**config.mk**
```make
export PLATFORM = sky130hd
export DESIGN_NAME = chxy_cordic_stage
export DESIGN_NICKNAME = d
export VERILOG_FILES = /design/src/hw/rtl/assert_macros.svh /design/src/hw/rtl/chxy_pkg.sv /design/src/hw/rtl/chxy_cordic_stage.sv
export SDC_FILE = /design/constraint.sdc
export NUM_CORES = 1
export LEC_CHECK = 0
export ABC_AREA = 0
export ABC_CLOCK_PERIOD_IN_PS = 4500
export BUFFER_PORTS_ARGS = -buffer_cell sky130_fd_sc_hd__buf_2
export CORE_MARGIN = 1.5
export CORE_UTILIZATION = 40
export CTS_BUF_LIST = sky130_fd_sc_hd__clkbuf_8
export DETAILED_ROUTE_END_ITERATION = 8
export PLACE_DENSITY = 0.61
export SYNTH_ARGS = -nofsm -noshare
export SYNTH_HDL_FRONTEND = slang
export SYNTH_SLANG_ARGS = --single-unit
```
**constraint.sdc**
```tcl
create_clock -name clock -period 4.5 [get_ports clock]
set_input_delay 1.125 -clock clock [delete_from_list [all_inputs] [get_ports clock]]
set_output_delay 1.125 -clock clock [all_outputs]
set_load 0.005 [all_outputs]
```
**src/hw/rtl/assert_macros.svh**
```systemverilog
// Assertion macros shared by the RTL of the compass heading block.
// Depends on nothing; included by files that carry concurrent checks.
`ifndef ASSERT_MACROS_SVH
`define ASSERT_MACROS_SVH

// Same-cycle implication, disabled while reset is high.
`define CHXY_ASSERT_NOW(label, clk, rst, ante, cons) \
   label: assert property (@(posedge clk) disable iff (rst) (ante) |-> (cons)) \
      else $error("same-cycle check failed");

// Next-cycle implication, disabled while reset is high.
`define CHXY_ASSERT_NEXT(label, clk, rst, ante, cons) \
   label: assert property (@(posedge clk) disable iff (rst) (ante) |=> (cons)) \
      else $error("next-cycle check failed");

`endif

```
**src/hw/rtl/chxy_pkg.sv**
```systemverilog
// Package for the compass heading block: CORDIC angle table and fixed widths.
// Depends on nothing; used by chxy_cordic_stage and the top level.
`default_nettype none

package chxy_pkg;

   // Fraction bits of the CORDIC angle accumulator (units of 2^-24 degree).
   localparam int TABLE_FRAC = 24;
   localparam int TABLE_LEN  = 24;

   // Signed angle accumulator: about +/-512 degrees at 24 fraction bits.
   localparam int ANGLE_WIDTH = 34;

   // Width of the configuration registers and of the whole-degree result.
   localparam int REG_WIDTH   = 9;
   // Signed whole-degree heading before the wrap (roughly +/-450).
   localparam int WHOLE_WIDTH = 11;

   // atan(2^-i) in degrees, rounded to units of 2^-24 degree.
   localparam logic [31:0] ATAN_TABLE [TABLE_LEN] = '{
      32'd754974720, 32'd445687602, 32'd235489088, 32'd119537938,
      32'd60000934,  32'd30029717,  32'd15018523,  32'd7509720,
      32'd3754917,   32'd1877466,   32'd938734,    32'd469367,
      32'd234684,    32'd117342,    32'd58671,     32'd29335,
      32'd14668,     32'd7334,      32'd3667,      32'd1833,
      32'd917,       32'd458,       32'd229,       32'd115
   };

   // Ninety degrees in accumulator units.
   localparam logic signed [ANGLE_WIDTH-1:0] QUARTER_TURN =
      ANGLE_WIDTH'(64'sd90 <<< TABLE_FRAC);

   // Modulus constants for the wrap stages.
   localparam logic signed [WHOLE_WIDTH-1:0] FULL_TURN_S = WHOLE_WIDTH'(360);
   localparam logic [REG_WIDTH:0] FULL_TURN_U = (REG_WIDTH + 1)'(360);
   localparam logic [REG_WIDTH:0] TWO_TURNS_U = (REG_WIDTH + 1)'(720);

   // Register indexes on the configuration port.
   typedef enum logic {
      CSR_DECLINATION  = 1'b0,
      CSR_MOUNT_OFFSET = 1'b1
   } csr_index_type;

endpackage

`default_nettype wire

```
**src/hw/rtl/chxy_cordic_stage.sv**
```systemverilog
// One registered micro-rotation of the vectoring CORDIC.
// Depends on chxy_pkg for the angle table and accumulator width.
`default_nettype none

module chxy_cordic_stage #(
   parameter int DATA_WIDTH = 43,
   parameter int STAGE      = 0
) (
   input  logic                                     clock,
   input  logic                                     reset,
   input  logic                                     advance,
   input  logic                                     prev_valid,
   input  logic                                     prev_zero,
   input  logic signed [DATA_WIDTH-1:0]             prev_h,
   input  logic signed [DATA_WIDTH-1:0]             prev_v,
   input  logic signed [chxy_pkg::ANGLE_WIDTH-1:0]  prev_z,
   output logic                                     valid_ff,
   output logic                                     zero_ff,
   output logic signed [DATA_WIDTH-1:0]             h_ff,
   output logic signed [DATA_WIDTH-1:0]             v_ff,
   output logic signed [chxy_pkg::ANGLE_WIDTH-1:0]  z_ff
);

   // Stages past the end of the table add no angle.
   localparam logic signed [chxy_pkg::ANGLE_WIDTH-1:0] STEP =
      (STAGE < chxy_pkg::TABLE_LEN)
         ? chxy_pkg::ANGLE_WIDTH'(
              chxy_pkg::ATAN_TABLE[(STAGE < chxy_pkg::TABLE_LEN) ? STAGE : 0])
         : '0;

   logic signed [DATA_WIDTH-1:0]            h_in;
   logic signed [DATA_WIDTH-1:0]            v_in;
   logic signed [chxy_pkg::ANGLE_WIDTH-1:0] z_in;

   // Rotate towards the horizontal axis; both updates use the old H and V.
   always_comb begin
      if (prev_v < 0) begin
         h_in = prev_h - (prev_v >>> STAGE);
         v_in = prev_v + (prev_h >>> STAGE);
         z_in = prev_z - STEP;
      end else begin
         h_in = prev_h + (prev_v >>> STAGE);
         v_in = prev_v - (prev_h >>> STAGE);
         z_in = prev_z + STEP;
      end
   end

   always_ff @(posedge clock) begin
      if (reset) begin
         valid_ff <= 1'b0;
      end else if (advance) begin
         valid_ff <= prev_valid;
      end
   end

   always_ff @(posedge clock) begin
      if (advance) begin
         zero_ff <= prev_zero;
         h_ff    <= h_in;
         v_ff    <= v_in;
         z_ff    <= z_in;
      end
   end

endmodule

`default_nettype wire

```
==> run metrics, run 1 <==
antenna cells 0; Placed Area between 10,000 and 15,000 µm²; vias in the first global route 10,700; register bit total from synthesis around 120; Slew Limit Fails 0; Final Net Count between 1,500 and 2,000; reg2reg setup slack 3.93 ns; Clock Path Buffers 2; die area between 20,000 and 30,000 µm²; clk_skew 0 ns; die width around 170 µm; pwr/cell area around 300 nW/µm²; Worst setup SP type primary input; CP delay by family, top compound AO/OA/AOI/OAI gates; share of cells above drive strength 1 a little under a quarter; Worst VDD drop approximately 0.00016 V; Worst Path Arrival ~4.4 ns; std cell rows 61; TNS Setup 0 ns; Synth area leaders edfxtp_1 32%, ha_1 15%, a21oi_1 6.9%; worst-path maximum fanout 3; cell area after synthesis between 10,000 and 15,000 µm²; GRT Residual Overflow 0; RSZ-0062 raised after global routing false; Iter 0 DRT Violations approximately 800; distinct cell type count after synthesis 70; hold_buf cts 0; Final Hold Vio Count 0; Syn Area/Cell around 8.6 µm²; # setup viols final 0; CP most frequent cell a31oi_1; period utilization approximately 93%; global-route usage over all layers about a quarter; asr flop ratio synth 0%; final WL around 38,000 µm; fillcell total ~2,800; Syn Nets between 1,500 and 2,000; Initial Util just over 40%; Pre-Repair DR Iteration Count 5; FMAX around 0.24 GHz; Post-DRT Antenna Nets 0; Max Cap Viol 0; Sink Count ~120; Tightest Hold Check Type reg -> reg; critical-path cell list buf_2, inv_1, ha_1, or3_1, or4_4, a221oi_1, o21bai_1, a31oi_1, o21ai_1, a211oi_2, buf_4, o211ai_1, a31oi_1, xnor2_1; Yosys top cell area share approximately a third; Synth Warn # 0; largest net degree at the start of global routing 66; Period minus WS final 4.19 ns; Root Driver clkbuf_8; Post-synth top flop edfxtp_1; core area between 20,000 and 30,000 µm²; slew margin rel. between 40% and 50%; post-route cell area 14,100 µm²; sum of buffers and inverters on the critical path 3; sequential cell area fraction in the yosys report between 30% and 40%; RePlAce Congestion ~0.94; CTS tree built; Largest stage delay, worst path about 0.48 ns; routed via count roughly 11,000; Vias/cell between 5 and 6; Post-synth top cells 158 x a21oi_1, 136 x inv_1, 134 x ha_1; Num CTS Buffers 17; wire per inst approximately 19 µm; Worst setup EP type flip-flop; I/O Buffers about 250; initial antenna violation count 1; Area Overhead vs Synth 23.6%; Post-Synthesis Cells 1,325; Tightest Pin Transition around 0.75 ns; Clock Pin Slew Worst Setup and Hold Paths roughly 0.070 ns; Post-DP HPWL slightly above 30,000 µm; CP Class in -> reg; status completed; Post-CTS Resized 0; H-Tree Depth 4; Die H 172 µm; CP max stage cell a221oi_1; DRC Markers 0; postcts setup bufs 0; Worst EP required 4.69 ns; Post-synth EDFFs 120; area leader, netlist edfxtp_1; I/O pin total about 250; worst-skew pair later-pin latency between 0.4 and 0.5 ns; Leak roughly 6.4 nW; global-route wire length before repair a little under 60,000 µm; most frequent cell after synthesis a21oi_1
==> path summary, 6_finish.rpt <==
| kind | from | endpoint | cells after the start |
|---|---|---|---|
| max | prev_h[10] | h_ff[38] | 14 |
| min | valid_ff | valid_ff | 2 |
| max reg2reg | valid_ff | valid_ff | 2 |
| min reg2reg | valid_ff | valid_ff | 2 |
==> cell usage in the layout (no fill, tap or decap), types with 19 or more instances in the layout <==
| master | count |
|---|---|
| nor2_1 | 113 |
| o21ai_0 | 99 |
| nor2b_1 | 19 |
| buf_4 | 99 |
| buf_2 | 244 |
| nand2_1 | 65 |
| xnor2_1 | 86 |
| nand3_1 | 21 |
| edfxtp_1 | 120 |
| ha_1 | 134 |
| a21oi_1 | 158 |
| nand4_1 | 19 |
| o21bai_1 | 41 |
| a21o_1 | 29 |
| inv_1 | 138 |
==> logic make-up (layout without fill, tap and decap cells) <==
kind of cell	Yosys count	count (layout)	share of synthesized area (%)
AND/OR/NAND/NOR	300	300	12.3
XOR/XNOR	91	91	6.97
flip-flops	121	121	31.7
multiplexers	16	16	1.40
adder cells (fa/ha/maj)	138	138	15.4
buffers and inverters	195	515	6.53
AO/OA/AOI/OAI	464	464	25.7
==> worst reg2reg max path, stage by stage, from the launching register on <==
cell and delay [ns]:
dfxtp_1 0.31, mux2i_1 0.12, nor2_1 0.05
==> flip-flops by register name, summed over array words and instances (netlist names) <==
register  flops
h_ff         43
v_ff         42
z_ff         34
zero_ff       1
valid_ff      1
==> metal layers <==
layer | GRT usage (%) | vias up | share of wire, %
li1 | - | 5371 | -
met5 | 0 | - | 0.018
met4 | 7.49 | 2 | 1.7
met1 | 35.8 | 5306 | 46
met2 | 40.3 | 459 | 45
met3 | 4.03 | 46 | 7.5
==> power breakdown <==
group	leakage [nW]	internal, mW	switching [mW]
Clock	0.230	0.707	0.477
Combinational	4.97	0.658	0.931
Sequential	1.18	1.47	0.0502
Total	6.38	2.83	1.46
==> through the flow <==
step	total power, mW	cells	setup slack, ns	utilization [%]	hold slack [ns]
finish	4.29	2023	0.313	50.6	0.497
global route	4.53	2023	0.122	50.6	0.538
CTS	4.30	2023	0.340	50.6	0.505
detailed placement	3.11	1991	-0.133	48.9	0.486
global placement	3.10	1991	0.00652	48.9	0.469
floorplan	2.42	1325	0.324	-	0.485
==> cell type report <==
class	count	area, µm²	area share [%]
Inverter	139	522	3.69
Sequential cell	121	3620	25.6
Multi-Input combinational cell	1009	7060	50.0
Clock buffer	17	234	1.66
Timing Repair Buffer	344	1980	14.0
Tap cell	378	473	3.35
Clock inverter	15	231	1.64
(Power assumes the default switching activity.)
==> run 2: changes to the inputs <==
--- a/config.mk
+++ b/config.mk
@@ -6,7 +6,7 @@
 export NUM_CORES = 1
 export LEC_CHECK = 0
 export ABC_AREA = 0
-export ABC_CLOCK_PERIOD_IN_PS = 4500
+export ABC_CLOCK_PERIOD_IN_PS = 5290
 export BUFFER_PORTS_ARGS = -buffer_cell sky130_fd_sc_hd__buf_2
 export CORE_MARGIN = 1.5
 export CORE_UTILIZATION = 40
==> constraint.sdc (replaced) <==
create_clock -name clock -period 5.29 [get_ports clock]
set_input_delay 1.3225 -clock clock [delete_from_list [all_inputs] [get_ports clock]]
set_output_delay 1.3225 -clock clock [all_outputs]
set_load 0.005 [all_outputs]
==> run 2 against run 1 <==
Sequential power is 15% lower. Die area stayed put. Clock skew stayed put. Critical path depth stayed put. Routed wire length is 1.5% lower. Non-clock buffer count is 68 lower. Combinational power is 19% lower. Clock power is 28% lower. Sequential share of layout area is 1.1 points higher. Final area is 4.3% lower. Critical path type unchanged. Largest power group is now registers.
==> run metrics, run 2 (synthesis results as in run 1) <==
DP Cell Count 1,923 (was 1,991); # setup viols final 0 (unchanged); CP delay by family, top compound AO/OA/AOI/OAI gates (unchanged); Worst Hold Endpoint valid_ff (unchanged); CTS tree built (unchanged); final cell count without fillers 1,955 (was 2,023); most frequent cells in the layout 244 x buf_2, 158 x a21oi_1, 136 x inv_1 (was 244 x buf_2, 158 x a21oi_1, 138 x inv_1); Slew Limit Fails 0 (unchanged); R2R Path Start valid_ff (unchanged); Clock Pin Slew Worst Setup and Hold Paths 0.07 ns (about the same); Num CTS Buffers 17 (unchanged); Tightest Hold Check Type reg -> reg (unchanged); RePlAce Congestion 0.942 (was 0.945); worst hold slack 0.488 ns (was 0.497 ns); die width 172 µm (unchanged); Worst setup SP type primary input (unchanged); Largest stage delay, worst path 0.46 ns (was 0.48 ns); Worst EP required 5.48 ns (was 4.69 ns); total power 3.42 mW (was 4.29 mW); CP most frequent cell a31oi_1 (unchanged); largest net degree at the start of global routing 84 (was 66); pwr/cell area 253 nW/µm² (was 304 nW/µm²); period utilization between 80% and 90%; max FFs per register 43 (unchanged); Root Driver clkbuf_8 (unchanged); CP Class in -> reg (unchanged); Post-CTS Resized 0 (unchanged); Pre-Repair DR Iteration Count 7 (was 5); multi-input logic area 7060 µm² (unchanged); Worst setup EP type flip-flop (unchanged); Area Overhead vs Synth 18.3% (was 23.6%); Iter 0 DRT Violations 925 (was 816); Tightest Pin Transition 1.05 ns (was 0.752 ns); die area 29,600 µm² (unchanged); Period minus WS final 4.50 ns; Worst Path Arrival 4.69 ns (was 4.38 ns); wire per inst 19.2 µm (was 18.8 µm); routed via count 10,900 (was 11,200); DRC Markers 0 (unchanged); Sink Count 121 (unchanged); Register Area 3620 µm² (unchanged); worst-path maximum fanout 11 (was 3); Max Cap Viol 0 (unchanged); Final Net Count 1,827 (was 1,895); FMAX around 0.22 GHz; vias in the first global route 10,400 (was 10,700); Hold Crit Depth 2 (unchanged); commonest non-fill, non-tap cell in the layout buf_2 (unchanged); postcts setup bufs 0 (unchanged); Worst VDD drop 0.000137 V (was 0.000159 V); share of cells above drive strength 1 20.5% (was 23.6%); antenna cells 0 (unchanged); slew margin rel. 30.3% (was 49.5%); Post-DP HPWL 30,100 µm (was 30,700 µm); sequential fraction of design power 37.7% (was 35.4%); hold_buf cts 0 (unchanged); capturing point of the worst reg2reg path valid_ff (unchanged); combinational power share 37.4% (was 37.0%); Vias/cell 5.55 (was 5.53); r2r worst-path depth 2 (unchanged); sw frac 36.5% (was 34.0%); H-Tree Depth 4 (unchanged); biggest regs h_ff (43), v_ff (42), z_ff (34) (unchanged); global-route wire length before repair 56,900 µm (was 57,800 µm); CP max stage cell or4_4 (was a221oi_1); Die H 172 µm (unchanged); Hold Crit Start valid_ff (unchanged); RSZ-0062 raised after global routing false (unchanged); Clock Path Buffers 2 (unchanged); sum of buffers and inverters on the critical path 3 (unchanged); Leak 6.00 nW (was 6.38 nW); fillcell total 2,805 (was 2,755); Switching Power 1.25 mW (was 1.46 mW); Final Hold Vio Count 0 (unchanged); I/O pin total 247 (unchanged); std cell rows 61 (unchanged); initial antenna violation count 0 (was 1); GRT Residual Overflow 0 (unchanged); I/O Buffers 246 (unchanged); reg2reg setup slack 4.72 ns (was 3.93 ns); core area 27,900 µm² (unchanged); Post-DRT Antenna Nets 0 (unchanged); status completed (unchanged); TNS Setup 0 ns (unchanged); worst-skew pair later-pin latency 0.45 ns (about the same); critical-path cell list buf_2, inv_1, ha_1, or3_1, or4_4, a221oi_1, buf_4, o21bai_1, a31oi_1, o21ai_1, a211oi_2, o211ai_1, a31oi_1, xnor2_1 (was buf_2, inv_1, ha_1, or3_1, or4_4, a221oi_1, o21bai_1, a31oi_1, o21ai_1, a211oi_2, buf_4, o211ai_1, a31oi_1, xnor2_1); Initial Util 40.9% (unchanged); global-route usage over all layers 25.2% (was 25.5%); internal power 2.17 mW (was 2.83 mW); clk_skew 0 ns (unchanged); proportion of power drawn by the clock network 24.8% (was 27.6%); largest register by flop count h_ff (unchanged); final WL 37,500 µm (was 38,000 µm)
[run 2: cell types whose count changed in the layout (fill, tap and decap cells not counted)]
| cell | change |
|---|---|
| inv_6 | +1 |
| clkinv_2 | +3 |
| clkinvlp_4 | +2 |
| clkinv_1 | -2 |
| clkinv_4 | +2 |
| buf_4 | -67 |
| buf_12 | -1 |
| bufinv_16 | -4 |
| inv_1 | -2 |
[run 2: tightest hold or removal path, delay by kind of cell (launching register included)]
| kind | cells | cell delay [ns] |
|---|---|---|
| mux | 1 | 0.06 |
| flops | 1 | 0.32 |
| simple gates | 1 | 0.07 |
[run 2: layout make-up]
| type | instances | share of cell area (%) |
|---|---|---|
| sequential | 121 | 26.8 |
| clock inverter | 15 | 1.13 |
| timing repair buffer | 276 | 10.8 |
| clock buffer | 17 | 1.73 |
| tap | 378 | 3.50 |
| multi-input combinational | 1009 | 52.2 |
| inverter | 139 | 3.86 |
[run 2: per-layer routing]
layer  vias up  track usage, %  wire length, µm
met5         -               0                0
met4         0            6.99              696
met3        42            3.89             2670
met2       431            40.7            16900
met1      5158            34.8            17200
li1       5227               -                -
[run 2: worst max path at each step]
stage | to | start | depth (start not counted)
floorplan | h_ff[41] | prev_h[10] | 13
global placement | v_ff[41] | prev_h[11] | 13
detailed placement | v_ff[41] | prev_h[11] | 13
CTS | v_ff[38] | prev_h[11] | 14
global route | v_ff[38] | prev_h[11] | 14
finish | v_ff[38] | prev_h[11] | 14
[run 2: per-stage QoR]
stage	setup WS [ns]	util, %	cell area [µm²]
2_1_floorplan	0.917	-	11400
3_3_place_gp	0.463	47.0	13100
3_5_place_dp	0.355	47.0	13100
4_1_cts	0.834	48.4	13500
5_1_grt	0.586	48.4	13500
6_report	0.788	48.4	13500
[run 2: power by group through the flow]
stage / Clock (mW) / Sequential, mW / Combinational (mW)
5_1_grt: 0.908 / 1.31 / 1.41
2_1_floorplan: 0 / 1.32 / 0.735
6_report: 0.849 / 1.29 / 1.28
3_5_place_dp: 0 / 1.31 / 1.26
4_1_cts: 0.874 / 1.29 / 1.27
3_3_place_gp: 0 / 1.31 / 1.26
